### src/rspf_pkg.sv
// ----------------------------------------------------------------------------
// rspf_pkg: shared types and constants of the radar sentence presence filter
// Holds the item kinds, number scanner phases, tag strings and the struct
// that carries a classified item from the front end to the back end.
// ----------------------------------------------------------------------------
package rspf_pkg;

   localparam int LINE_MAX_CHARS_DEF = 127;
   localparam int MAX_FIELDS_DEF     = 8;
   localparam int TIME_WIDTH_DEF     = 32;

   localparam logic [31:0] ABSENT_TIMEOUT_RESET = 32'd5000;
   localparam logic [31:0] HEARTBEAT_RESET      = 32'd3000;

   localparam logic CSR_ABSENT_TIMEOUT = 1'b0;
   localparam logic CSR_HEARTBEAT      = 1'b1;

   localparam logic CMD_BYTE = 1'b0;
   localparam logic CMD_TICK = 1'b1;

   localparam logic [23:0] C24_MAX = 24'h7FFFFF;
   localparam logic [23:0] C24_MIN = 24'h800000;
   localparam logic [31:0] C32_MAX = 32'h7FFFFFFF;
   localparam logic [31:0] C32_MIN = 32'h80000000;

   typedef enum logic [1:0] {
      PH_LEAD = 2'd0,
      PH_INT  = 2'd1,
      PH_FRAC = 2'd2,
      PH_STOP = 2'd3
   } phase_type;

   typedef struct packed {
      phase_type  phase;
      logic       neg;
      logic [1:0] fcnt;
   } scan_type;

   localparam logic [47:0] TAG_DMD = {8'h24, 8'h44, 8'h46, 8'h44, 8'h4D, 8'h44};
   localparam logic [47:0] TAG_HPD = {8'h24, 8'h44, 8'h46, 8'h48, 8'h50, 8'h44};

   // A finished line, or a tick, handed to the back end.
   typedef struct packed {
      logic        tick;
      logic        is_dmd;
      logic        is_hpd;
      logic        targets_pos;
      logic        targets_nz;
      logic [23:0] range;
      logic [23:0] speed;
      logic        sink_ready;
   } line_type;

   function automatic logic [7:0] tag_char(input logic [47:0] tag, input logic [2:0] pos);
      logic [7:0] c;
      c = 8'h00;
      for (int i = 0; i < 6; i++) begin
         if (pos == 3'(i)) c = tag[8*(5-i) +: 8];
      end
      return c;
   endfunction

endpackage

### src/rspf_scan.sv
// ----------------------------------------------------------------------------
// rspf_scan: one step of the decimal number scanner
// Updates a scanner state and an accumulator for one character, saturating
// to 32 bits for integers or to 24 bits for hundredths.
// ----------------------------------------------------------------------------
module rspf_scan
   import rspf_pkg::*;
(
   input  logic [7:0]  ch,
   input  logic        is_float,
   input  scan_type    st_in,
   input  logic [31:0] acc_in,
   output scan_type    st_out,
   output logic [31:0] acc_out
);
   logic        digit;
   logic [3:0]  d;
   logic signed [39:0] v10, dd, sum, lo, hi;
   logic        ws;

   always_comb begin
      digit = (ch >= 8'h30) && (ch <= 8'h39);
      d = digit ? 4'(ch - 8'h30) : 4'd0;
      ws = (ch == 8'h20) || (ch == 8'h09) || (ch == 8'h0B) || (ch == 8'h0C);
      lo = is_float ? 40'(signed'(C24_MIN)) : 40'(signed'(C32_MIN));
      hi = is_float ? 40'(signed'(C24_MAX)) : 40'(signed'(C32_MAX));
      v10 = 40'(signed'(acc_in)) * 40'sd10;
      dd = 40'(d);
      st_out = st_in;
      acc_out = acc_in;
      sum = 40'sd0;
      if (st_in.phase == PH_STOP || (st_in.phase == PH_LEAD && ws)) begin
         st_out = st_in;
      end else if (st_in.phase == PH_LEAD && (ch == 8'h2B || ch == 8'h2D)) begin
         st_out.neg = (ch == 8'h2D);
         st_out.phase = PH_INT;
      end else if ((st_in.phase == PH_LEAD || st_in.phase == PH_INT) && digit) begin
         st_out.phase = PH_INT;
         if (is_float) dd = dd * 40'sd100;
         sum = st_in.neg ? v10 - dd : v10 + dd;
         acc_out = (sum < lo) ? 32'(lo) : ((sum > hi) ? 32'(hi) : 32'(sum));
      end else if ((st_in.phase == PH_LEAD || st_in.phase == PH_INT) && is_float
                   && ch == 8'h2E) begin
         st_out.phase = PH_FRAC;
      end else if (st_in.phase == PH_FRAC && digit) begin
         if (st_in.fcnt != 2'd2) begin
            if (st_in.fcnt == 2'd0) dd = dd * 40'sd10;
            sum = 40'(signed'(acc_in));
            sum = st_in.neg ? sum - dd : sum + dd;
            acc_out = (sum < lo) ? 32'(lo) : ((sum > hi) ? 32'(hi) : 32'(sum));
            st_out.fcnt = st_in.fcnt + 2'd1;
         end
      end else begin
         st_out.phase = PH_STOP;
      end
   end
endmodule

### src/rspf_front.sv
// ----------------------------------------------------------------------------
// rspf_front: line assembler and field decoder
// Takes bytes and ticks, decodes fields as they stream in and passes a
// classified line or a tick to the back end through its queue.
// ----------------------------------------------------------------------------
module rspf_front
   import rspf_pkg::*;
#(
   parameter int LINE_MAX_CHARS = LINE_MAX_CHARS_DEF,
   parameter int MAX_FIELDS     = MAX_FIELDS_DEF
) (
   input  logic     clock,
   input  logic     reset,
   input  logic     req_valid,
   output logic     req_stall,
   input  logic     req_command,
   input  logic [7:0] req_byte_value,
   input  logic     req_sink_ready,
   output logic     q_push,
   output line_type q_data,
   input  logic     q_full
);
   localparam int CW = $clog2(LINE_MAX_CHARS + 1);
   localparam int FW = $clog2(MAX_FIELDS + 2);

   logic [CW-1:0] kept_ff, kept_in;
   logic [FW-1:0] fidx_ff, fidx_in;
   logic          inside_ff, inside_in, nul_ff, nul_in;
   logic [1:0]    tagm_ff, tagm_in;
   logic [2:0]    tpos_ff, tpos_in;
   logic [31:0]   tgt_ff, tgt_in, rng_ff, rng_in, spd_ff, spd_in;
   scan_type      scan_ff, scan_in;

   logic          take, term, keep, nf;
   logic [FW-1:0] f;
   logic [FW-1:0] cnt;
   scan_type      scan_start, sout;
   logic [31:0]   acc_sel, aout;
   logic          is_float;

   assign req_stall = q_full;
   assign take = req_valid && !q_full;
   assign term = (req_command == CMD_BYTE) &&
                 (req_byte_value == 8'h0A || req_byte_value == 8'h0D);

   always_comb begin
      nf = !inside_ff;
      f = (nf && fidx_ff <= FW'(MAX_FIELDS)) ? fidx_ff : fidx_ff - FW'(1);
      scan_start = nf ? scan_type'(5'd0) : scan_ff;
      is_float = (f != FW'(1));
      acc_sel = (f == FW'(1)) ? tgt_ff : ((f == FW'(3)) ? rng_ff : spd_ff);
   end

   rspf_scan u_scan (
      .ch(req_byte_value), .is_float(is_float), .st_in(scan_start),
      .acc_in(acc_sel), .st_out(sout), .acc_out(aout)
   );

   always_comb begin
      kept_in = kept_ff; fidx_in = fidx_ff; inside_in = inside_ff; nul_in = nul_ff;
      tagm_in = tagm_ff; tpos_in = tpos_ff; tgt_in = tgt_ff; rng_in = rng_ff;
      spd_in = spd_ff; scan_in = scan_ff;
      keep = take && req_command == CMD_BYTE && !term &&
             kept_ff < CW'(LINE_MAX_CHARS);
      cnt = (fidx_ff > FW'(MAX_FIELDS)) ? FW'(MAX_FIELDS) : fidx_ff;
      q_push = 1'b0;
      q_data = '0;
      q_data.sink_ready = req_sink_ready;
      q_data.range = rng_ff[23:0];
      q_data.speed = spd_ff[23:0];
      q_data.targets_pos = !tgt_ff[31] && (tgt_ff != 32'd0);
      q_data.targets_nz = (tgt_ff != 32'd0);
      q_data.is_dmd = tagm_ff[0] && cnt >= FW'(5);
      q_data.is_hpd = tagm_ff[1];
      if (take && req_command == CMD_TICK) begin
         q_data.tick = 1'b1;
         q_push = 1'b1;
      end else if (take && term) begin
         if (kept_ff != '0) begin
            q_push = (cnt >= FW'(2)) && (tpos_ff == 3'd6) &&
                     (q_data.is_dmd || q_data.is_hpd);
            kept_in = '0; fidx_in = '0; inside_in = 1'b0; nul_in = 1'b0;
            tagm_in = 2'b11; tpos_in = '0; tgt_in = '0; rng_in = '0; spd_in = '0;
            scan_in = scan_type'(5'd0);
         end
      end else if (keep) begin
         kept_in = kept_ff + CW'(1);
         if (nul_ff) begin
            kept_in = kept_ff + CW'(1);
         end else if (req_byte_value == 8'h00) begin
            nul_in = 1'b1; inside_in = 1'b0;
         end else if (req_byte_value == 8'h2C) begin
            inside_in = 1'b0;
         end else begin
            inside_in = 1'b1;
            if (nf) begin
               scan_in = scan_type'(5'd0);
               if (fidx_ff <= FW'(MAX_FIELDS)) fidx_in = fidx_ff + FW'(1);
            end
            if (f == FW'(0)) begin
               if (tpos_ff < 3'd6) begin
                  if (req_byte_value != tag_char(TAG_DMD, tpos_ff)) tagm_in[0] = 1'b0;
                  if (req_byte_value != tag_char(TAG_HPD, tpos_ff)) tagm_in[1] = 1'b0;
               end else begin
                  tagm_in = 2'b00;
               end
               if (tpos_ff < 3'd7) tpos_in = tpos_ff + 3'd1;
            end else if (f == FW'(1) || f == FW'(3) || f == FW'(4)) begin
               scan_in = sout;
               if (f == FW'(1)) tgt_in = aout;
               else if (f == FW'(3)) rng_in = aout;
               else spd_in = aout;
            end
         end
      end
   end

   always_ff @(posedge clock) begin
      if (reset) begin
         kept_ff <= '0; fidx_ff <= '0; inside_ff <= 1'b0; nul_ff <= 1'b0;
         tagm_ff <= 2'b11; tpos_ff <= '0; tgt_ff <= '0; rng_ff <= '0; spd_ff <= '0;
         scan_ff <= scan_type'(5'd0);
      end else begin
         kept_ff <= kept_in; fidx_ff <= fidx_in; inside_ff <= inside_in;
         nul_ff <= nul_in; tagm_ff <= tagm_in; tpos_ff <= tpos_in;
         tgt_ff <= tgt_in; rng_ff <= rng_in; spd_ff <= spd_in; scan_ff <= scan_in;
      end
   end
endmodule

### src/rspf_queue.sv
// ----------------------------------------------------------------------------
// rspf_queue: two-entry queue between the front and back ends
// ----------------------------------------------------------------------------
module rspf_queue
   import rspf_pkg::*;
(
   input  logic     clock,
   input  logic     reset,
   input  logic     push,
   input  line_type push_data,
   output logic     full,
   output logic     pop_valid,
   output line_type pop_data,
   input  logic     pop
);
   line_type   mem_ff [2];
   logic       wp_ff, rp_ff;
   logic [1:0] cnt_ff;

   assign full = (cnt_ff == 2'd2);
   assign pop_valid = (cnt_ff != 2'd0);
   assign pop_data = mem_ff[rp_ff];

   always_ff @(posedge clock) begin
      if (push) mem_ff[wp_ff] <= push_data;
   end

   always_ff @(posedge clock) begin
      if (reset) begin
         wp_ff <= 1'b0; rp_ff <= 1'b0; cnt_ff <= 2'd0;
      end else begin
         if (push) wp_ff <= !wp_ff;
         if (pop) rp_ff <= !rp_ff;
         cnt_ff <= cnt_ff + 2'(push) - 2'(pop);
      end
   end
endmodule

### src/rspf_back.sv
// ----------------------------------------------------------------------------
// rspf_back: tick counter, absence debounce and send policy
// Applies one queued entry a cycle unless stalled, into an output register.
// ----------------------------------------------------------------------------
module rspf_back
   import rspf_pkg::*;
#(
   parameter int TIME_WIDTH = TIME_WIDTH_DEF
) (
   input  logic        clock,
   input  logic        reset,
   input  logic        csr_write,
   input  logic [0:0]  csr_index,
   input  logic [31:0] csr_data,
   input  logic        q_valid,
   input  line_type    q_data,
   output logic        q_pop,
   output logic        rsp_valid,
   input  logic        rsp_stall,
   output logic        rsp_present,
   output logic [23:0] rsp_range_centi,
   output logic [23:0] rsp_speed_centi
);
   localparam int XW = (TIME_WIDTH > 32) ? TIME_WIDTH : 32;

   logic [31:0] tmo_ff, hb_ff;
   logic [TIME_WIDTH-1:0] now_ff, now_in, abs_ff, abs_in, last_ff, last_in, da, dh;
   logic act_ff, act_in, lsp_ff, lsp_in;
   logic ov_ff, ov_in, op_ff, op_in;
   logic [23:0] or_ff, or_in, os_ff, os_in;
   logic p, send;

   assign q_pop = q_valid && !(rsp_valid && rsp_stall);

   always_comb begin
      now_in = now_ff; abs_in = abs_ff; last_in = last_ff; act_in = act_ff;
      lsp_in = lsp_ff; ov_in = rsp_valid && rsp_stall;
      op_in = op_ff; or_in = or_ff; os_in = os_ff;
      p = 1'b0; send = 1'b0; da = '0; dh = '0;
      if (q_pop) begin
         if (q_data.tick) begin
            now_in = now_ff + TIME_WIDTH'(1);
         end else begin
            p = q_data.is_dmd ? q_data.targets_pos : q_data.targets_nz;
            if (p) begin
               act_in = 1'b0;
            end else begin
               if (!act_ff) begin
                  act_in = 1'b1; abs_in = now_ff;
               end
               da = now_ff - (act_ff ? abs_ff : now_ff);
               if (XW'(da) < XW'(tmo_ff)) p = 1'b1;
            end
            dh = now_ff - last_ff;
            send = ((p != lsp_ff) || (p && XW'(dh) >= XW'(hb_ff))) && q_data.sink_ready;
            if (send) begin
               lsp_in = p; last_in = now_ff; ov_in = 1'b1; op_in = p;
               or_in = q_data.is_dmd ? q_data.range : 24'd0;
               os_in = q_data.is_dmd ? q_data.speed : 24'd0;
            end
         end
      end
   end

   always_ff @(posedge clock) begin
      if (reset) begin
         tmo_ff <= ABSENT_TIMEOUT_RESET; hb_ff <= HEARTBEAT_RESET;
         now_ff <= '0; abs_ff <= '0; last_ff <= '0; act_ff <= 1'b0;
         lsp_ff <= 1'b0; ov_ff <= 1'b0;
      end else begin
         if (csr_write && csr_index == CSR_ABSENT_TIMEOUT) tmo_ff <= csr_data;
         if (csr_write && csr_index == CSR_HEARTBEAT) hb_ff <= csr_data;
         now_ff <= now_in; abs_ff <= abs_in; last_ff <= last_in; act_ff <= act_in;
         lsp_ff <= lsp_in; ov_ff <= ov_in;
      end
   end

   always_ff @(posedge clock) begin
      op_ff <= op_in; or_ff <= or_in; os_ff <= os_in;
   end

   assign rsp_valid = ov_ff;
   assign rsp_present = op_ff;
   assign rsp_range_centi = or_ff;
   assign rsp_speed_centi = os_ff;
endmodule

### src/radar_sentence_presence_filter.sv
// ----------------------------------------------------------------------------
// radar_sentence_presence_filter: presence reports from radar text lines
// Top level tying the line decoder, its queue and the debounce back end.
// ----------------------------------------------------------------------------
// The front end decodes a character a cycle and the back end applies one
// queued entry a cycle, so beats, bytes or ticks, may follow back to back;
// the two-entry queue and the result register stall the input only once the
// result side has stalled. A line yields at most one result beat, through the
// queue and then the result register, after its terminator is taken.
module radar_sentence_presence_filter
   import rspf_pkg::*;
#(
   parameter int LINE_MAX_CHARS = LINE_MAX_CHARS_DEF,
   parameter int MAX_FIELDS     = MAX_FIELDS_DEF,
   parameter int TIME_WIDTH     = TIME_WIDTH_DEF
) (
   input  logic        clock,
   input  logic        reset,
   input  logic        csr_write,
   input  logic [0:0]  csr_index,
   input  logic [31:0] csr_data,
   input  logic        req_valid,
   output logic        req_stall,
   input  logic        req_command,
   input  logic [7:0]  req_byte_value,
   input  logic        req_sink_ready,
   output logic        rsp_valid,
   input  logic        rsp_stall,
   output logic        rsp_present,
   output logic [23:0] rsp_range_centi,
   output logic [23:0] rsp_speed_centi
);
   logic     push, full, pop_valid, pop;
   line_type push_data, pop_data;

   rspf_front #(.LINE_MAX_CHARS(LINE_MAX_CHARS), .MAX_FIELDS(MAX_FIELDS)) u_front (
      .clock(clock), .reset(reset), .req_valid(req_valid), .req_stall(req_stall),
      .req_command(req_command), .req_byte_value(req_byte_value),
      .req_sink_ready(req_sink_ready), .q_push(push), .q_data(push_data), .q_full(full)
   );

   rspf_queue u_queue (
      .clock(clock), .reset(reset), .push(push), .push_data(push_data), .full(full),
      .pop_valid(pop_valid), .pop_data(pop_data), .pop(pop)
   );

   rspf_back #(.TIME_WIDTH(TIME_WIDTH)) u_back (
      .clock(clock), .reset(reset), .csr_write(csr_write), .csr_index(csr_index),
      .csr_data(csr_data), .q_valid(pop_valid), .q_data(pop_data), .q_pop(pop),
      .rsp_valid(rsp_valid), .rsp_stall(rsp_stall), .rsp_present(rsp_present),
      .rsp_range_centi(rsp_range_centi), .rsp_speed_centi(rsp_speed_centi)
   );
endmodule

### config.mk
export PLATFORM = sky130hd
export DESIGN_NAME = radar_sentence_presence_filter
export DESIGN_NICKNAME = d
export VERILOG_FILES = /design/src/rspf_pkg.sv /design/src/rspf_scan.sv /design/src/rspf_front.sv /design/src/rspf_queue.sv /design/src/rspf_back.sv /design/src/radar_sentence_presence_filter.sv
export SDC_FILE = /design/constraint.sdc
export NUM_CORES = 1
export LEC_CHECK = 0
export BUFFER_PORTS_ARGS = -buffer_cell sky130_fd_sc_hd__buf_4
export CORE_MARGIN = 2
export CORE_UTILIZATION = 66
export CTS_BUF_LIST = sky130_fd_sc_hd__clkbuf_4
export DETAILED_ROUTE_END_ITERATION = 10
export PLACE_DENSITY = 0.84
export SKIP_CTS_REPAIR_TIMING = 1
export SLEW_MARGIN = 10
export SYNTH_ARGS = -nofsm -noshare
export SYNTH_HDL_FRONTEND = slang
export SYNTH_SLANG_ARGS = --single-unit
### constraint.sdc
create_clock -name clock -period 11.9 [get_ports clock]
set_clock_uncertainty 0.05 [all_clocks]
set_input_delay 0 -clock clock [delete_from_list [all_inputs] [get_ports clock]]
set_output_delay 0 -clock clock [all_outputs]
set_load 0.01 [all_outputs]
## After elaboration in Yosys (flattened, before gate mapping)

Memories as Yosys holds them, arrays and structs flattened. A register that Yosys moved wholly into a read port is not among the register bits.
Cells that the tools add are included.

- Input port bits: 48
- Logic and storage cells: 335
- Latch bits: 0
- RAM bits: 108
- Flip-flop bits (word level): 335
- Memories kept: 1
- Output and inout bits: 51
- Memory bits (read-only): 0

Memory list:

| name | words | width | read ports | clocked after Yosys merged registers in | write ports | line | source |
|---|---|---|---|---|---|---|---|
| u_queue.mem_ff | 2 | 54 | 1 | 1 | 1 | rspf_queue.sv:16 | `line_type mem_ff [2];` |

- Order comparisons: 15
- $mul: 3
- $add $sub $neg: 15
- Shift operators: 0
- Equality and inequality tests: 38
- Multiplexer cells: 159
- Divide/modulo/power cells: 0
- Bitwise logic cells: 5
- Reductions and logical operators: 72

Operator list:

| operator | number |
|---|---|
| 32-bit 2-to-1 mux | 40 |
| 40-bit 2-to-1 mux | 11 |
| 8-bit 2-to-1 mux | 20 |
| 40-bit by 32-bit > comparator with 1-bit output | 2 |
| 40-bit by 32-bit less-than comparator with 1-bit output | 2 |
| 32-bit subtractor | 2 |
| 31-bit 2-to-1 mux | 2 |
| 7-bit 2-to-1 mux | 8 |
| 5-bit 2-to-1 mux | 10 |
| 4-bit 2-to-1 mux | 11 |
| 32-bit by 40-bit adder with 40-bit output | 1 |
| 37-bit by 40-bit adder with 40-bit output | 1 |
| 8-bit by 4-bit equality test with 1-bit output, second input constant | 5 |
| 8-bit by 6-bit equality test with 1-bit output, second input constant | 5 |
| 32-bit by 40-bit subtractor with 40-bit output | 1 |
| 37-bit by 40-bit subtractor with 40-bit output | 1 |
| 32-bit by 4-bit multiplier with 36-bit output, second input constant | 1 |
| 2-bit 2-to-1 mux | 17 |
| 32-bit by 1-bit adder with 32-bit output, second input constant | 1 |
| 32-bit greater-or-equal comparator | 1 |
| 32-bit less-than comparator | 1 |
| 8-bit AND reduction | 4 |
| 32-bit nonzero test | 1 |
| 1-bit 2-to-1 mux | 30 |
| 50 further kinds | 129 |

## Depth between registers and ports, before layout

- Depth after elaboration: 31
- Gate-level depth with buffers: 46
- Depth with buffers taken out: 43

## Cells and area by module

A second synthesis with hierarchy kept.

- Cell total of the unflattened synthesis: 3679
- Area, all modules: 32670.1 um^2

By module, submodules not included:

| module | cells an instance | instances | area an instance (um^2) |
|---|---|---|---|
| rspf_back | 1438 | 1 | 12598.3 |
| rspf_scan | 1456 | 1 | 9944.5 |
| rspf_front | 596 | 1 | 5758.0 |
| rspf_queue | 189 | 1 | 4369.2 |

## Least setup slack after synthesis

Ideal clock, no wire load.

- Path kind: register to register
- Start point: register u_front.fidx_ff[0]
- End point: register u_front.rng_ff[15]
- Path buffers: 3
- Required time: 11733 ps
- Cell stages (with the launch flop): 43
- Clock period less this slack: 9229 ps
- Data arrival time: 9062 ps
- Slack: 2671 ps
- Path through: dfxtp_1 inv_1 ha_1 nand2b_1 a21oi_1 mux2i_1 clkbuf_1 clkbuf_1 nand2_1 a21oi_1 a21oi_1 inv_1 ha_1 ha_1 fa_1 a211oi_2 o21bai_1 a21oi_1 [7 not listed] or4_1 o41ai_1 xnor2_1 ha_1 nand4_1 nor2_1 nand3b_1 nor4bb_1 and4_1 nand4_1 nor4b_1 nand4_1 a211oi_2 a21oi_2 buf_6 o31ai_4 o221ai_2 a22o_1

- Cells in the longest elaborated chain, start to end: 26
- Elaborated cells between the ends (all ways): 56
- Classes of those cells: add/sub: 5; mul: 1; order compare: 5; eq/ne: 6; mux: 30; reduce/logical: 9

RTL lines:

| what | line | source |
|---|---|---|
| start, declared | rspf_front.sv:27 | `logic [FW-1:0] fidx_ff, fidx_in;` |
| start signal, assigned | rspf_front.sv:124 | `kept_ff <= kept_in; fidx_ff <= fidx_in; inside_ff <= inside_in;` |
| 4-bit less-or-equal comparator | rspf_front.sv:48 | `f = (nf && fidx_ff <= FW'(MAX_FIELDS)) ? fidx_ff : fidx_ff - FW'(1);` |
| 1-bit logical AND | rspf_front.sv:48 |  |
| 4-bit 2-to-1 mux (*) | rspf_front.sv:48 |  |
| parallel branches: the longest is 23 deep, another holds 37-bit by 40-bit adder with 40-bit output | n/a |  |
| end signal, assigned | rspf_front.sv:126 | `tgt_ff <= tgt_in; rng_ff <= rng_in; spd_ff <= spd_in; scan_ff <= scan_in;` |
| end, declared | rspf_front.sv:31 | `logic [31:0] tgt_ff, tgt_in, rng_ff, rng_in, spd_ff, spd_in;` |

Mark *: on every way between the ends. The select of a mux whose other input is x is not followed.
A chain may end at the register's enable or synchronous reset.

## Worst setup path in the final report

- Start point: register u_front.fidx_ff[1]
- End point: register u_front.rng_ff[20]

Same word-level chain as after synthesis.

==> results.cfg <==
[run_status]
outcome = finished, final reports clean

[clock_network]
cts_max_level = 3
insertion_delay_ps = 940
clock_sinks = 442
tritoncts = built
cts.clk_slew.worst_paths_ps = 70
cts_buffer_depth = 3
cts_root_buf = clkbuf_4
cts_made_buffers = 109

[job]
drv_cap = 0

[place]
post-dp-hpwl_mm = 65.4
dpl.cell_count = 4288
dpl_cell_area_sq_mm = 0.0327
port_buffers = 98
place_ws_ps = 921
routabilityCongestion = 1.08

[synth]
synth_area_leader_cell = dfxtp_1
yosysSeqAreaShare_pct = 33.1
synth_nets = 4062
synthArstFlopShare_pct = 0
yosysWarnings = 0
synth-seq-cells = 442
avgSynthCellArea_sq_um = 8.50
synth_flop_cell = dfxtp_1
synthCells = 3700
syn_area_sq_mm = 0.0315
synth_area_leaders = dfxtp_1 (18%), edfxtp_1 (15%), ha_1 (12%)
yosys.cell_types.count = 98
yosysTopAreaCellShare_pct = 18.3
synth_edf_count = 155

[setup_path]
end_kind = register
max_stage_delay_ps = 1010
crit_path_top_delay_cell = mux2i_4
cp_common_cell = ha_1
startpoint_type = register
required_ps = 12580
path_max_fanout = 25
critPathKind = reg -> reg
r2r-end = u_front.rng_ff[20]
r2r-start = u_front.fidx_ff[1]
r2r_slack_ps = 790
worst_ep_arrival_time_ps = 11790
reg2reg_depth = 41

[global_route]
grt_pass1_vias = 26717
grt-ovfl-total = 0
grt_max_degree = 131
grt_antenna_before_repair = 1
grt_pass1_wl_mm = 140
grt_usage_pct = 34.7

[cells_and_area]
synthToLayoutAreaGrowth_pct = 12.0
drive_gt1_share_pct = 10.0
design_area_sq_mm = 0.0352
seq_area_sq_mm = 0.0104
final_core_util_pct = 75.3
layout.nets = 4250
n_fill_cell = 3350
multi_input_area_sq_mm = 0.0197
fin_cells = 4583

[floorplan]
die_h_microns = 222
coreArea_sq_mm = 0.0468
chipWidth_microns = 222
die_area_sq_mm = 0.0494
ios = 99
start_util_pct = 67.3
row_count = 79

[hold_path]
hold_path.startpoint = rsp_stall
min_to = u_back.rsp_valid
worstHoldPathCells = 4
min_path_type = in -> reg

[routing]
drc_errors = 0
drt-initial-drc-count = 3009
wl_per_cell_microns = 20.0
via_count = 29463
via_per_inst = 6.43
finalWirelength_mm = 91.8
ant_nets = 0
dr.pass1.iters = 7

[sta]
period_share_pct = 93.3
fin_setup_tns_ps = 0
worstMarginPinSlew_ps = 1260
min_period_ps = 11110
slew_violations = 0
rsz0062_at_grt = no
finalSetupViolations = 0
max_clock_freq_mhz = 90.0
hold_viol_final = 0
setup_slack_ps = 792
slew_headroom_pct = 15.6
whs_ps = 40.5

[pwr]
p_per_area_mw_per_mm2 = 148
irDropWorstVdd_mv = 0.0892
total_power_mw = 5.19
leakagePower_nw = 15.2
cells in the mapped netlist, types with 42 or more instances:
library cell / count
a211oi_1: 87
a21o_1: 67
a21oi_1: 297
a22o_1: 67
and3_1: 53
clkbuf_1: 142
dfxtp_1: 287
edfxtp_1: 155
ha_1: 306
inv_1: 216
mux2i_1: 141
nand2_1: 363
nand2b_1: 42
nand3_1: 72
nand4_1: 59
nor2_1: 379
nor3_1: 57
o21ai_0: 140
xnor2_1: 100
xor2_1: 74
worst max path at each step:
| stage | from | endpoint | slack (ps) | depth (start not counted) |
|---|---|---|---|---|
| 2_1_floorplan | u_front.fidx_ff[0] | u_front.rng_ff[15] | 2670 | 42 |
| 3_3_place_gp | u_front.fidx_ff[1] | u_front.rng_ff[11] | 1220 | 40 |
| 3_5_place_dp | u_front.fidx_ff[1] | u_front.tgt_ff[11] | 920 | 40 |
| 4_1_cts | u_front.fidx_ff[1] | u_front.rng_ff[11] | 920 | 40 |
| 5_1_grt | u_front.fidx_ff[1] | u_front.spd_ff[11] | 110 | 40 |
| 6_report | u_front.fidx_ff[1] | u_front.rng_ff[20] | 790 | 41 |
critical path: cells and delay by family, from the launching register on:
| kind | cells | cell delay (ps) |
|---|---|---|
| AO/OA/AOI/OAI | 13 | 3060 |
| XOR/XNOR | 2 | 650 |
| buffers and inverters | 4 | 850 |
| flip-flops | 1 | 380 |
| AND/OR/NAND/NOR | 15 | 3080 |
| multiplexers | 1 | 1010 |
| adder cells (fa/ha/maj) | 6 | 1840 |
power by group:
part | total (mW) | internal (mW) | leakage [nW] | switching [mW]
registers | 1.77 | 1.71 | 3.76 | 0.0597
clock network | 1.35 | 0.697 | 0.890 | 0.654
logic | 2.07 | 0.847 | 10.5 | 1.23
total | 5.19 | 3.26 | 15.2 | 1.94
cell type report:
class / count / area share [%]
Antenna cell: 1 / 0.00711
Clock buffer: 174 / 3.71
Clock inverter: 24 / 0.558
Inverter: 217 / 2.31
Multi-Input combinational cell: 2876 / 55.9
Sequential cell: 442 / 29.5
Tap cell: 607 / 2.16
Timing Repair Buffer: 242 / 5.85
state kept, by name (all words and copies together), names as in the netlist, 2 cells and up, named ones only:
name,flops
u_back.abs_ff,32
u_back.hb_ff,32
u_back.last_ff,32
u_back.now_ff,32
u_back.rsp_range_centi,24
u_back.rsp_speed_centi,24
u_back.tmo_ff,32
u_front.fidx_ff,4
u_front.kept_ff,7
u_front.rng_ff,32
u_front.scan_ff,5
u_front.spd_ff,32
u_front.tagm_ff,2
u_front.tgt_ff,32
u_front.tpos_ff,3
u_queue.cnt_ff,2
u_queue.mem_ff,106
kinds of logic after synthesis:
logic type      Yosys count  synth area share, %
simple gates           1255                 19.2
compound gates          989                 20.9
flops                   442                 33.1
buf+inv                 382                 4.64
fa+ha+maj               314                 12.7
xor+xnor                175                 4.93
mux                     143                 4.56
routing by layer:
| metal | wire, microns | share of wire (%) | global-route usage [%] |
|---|---|---|---|
| met5 | 0 | 0 | 0 |
| met4 | 2810 | 3.1 | 11.9 |
| met3 | 9110 | 9.9 | 7.47 |
| met2 | 41000 | 45 | 53.0 |
| met1 | 38900 | 42 | 48.6 |
layout by cell type (no fill, tap or decap), types with 11 or more instances in the layout:
cell type	netlist	routed
o21ai_0	140	139
nand2_1	363	363
nand3b_1	20	20
clkinv_1	1	16
xnor2_1	100	100
a211o_1	20	20
a22o_1	67	67
o31ai_1	13	13
dlygate4sd3_1	0	96
o21a_1	40	40
dfxtp_1	287	285
o21bai_1	27	27
o21ai_1	34	35
inv_1	216	215
nand4_1	59	59
a31oi_1	32	32
edfxtp_1	155	155
nor4_1	33	30
and2_1	32	31
or3_1	20	20
ha_1	306	306
clkbuf_4	0	174
a21o_1	67	67
buf_4	0	145
o221ai_1	22	22
nand4b_1	11	11
xor2_1	74	74
nor2b_1	38	36
nand2b_1	42	42
mux2i_1	141	138
a211oi_1	87	87
a21oi_1	297	297
or2_2	21	21
nand3_1	72	72
nor3_1	57	57
and3_1	53	53
nor2_1	379	377
o211ai_1	20	20
No activity file was read; power rests on OpenSTA's default activity.
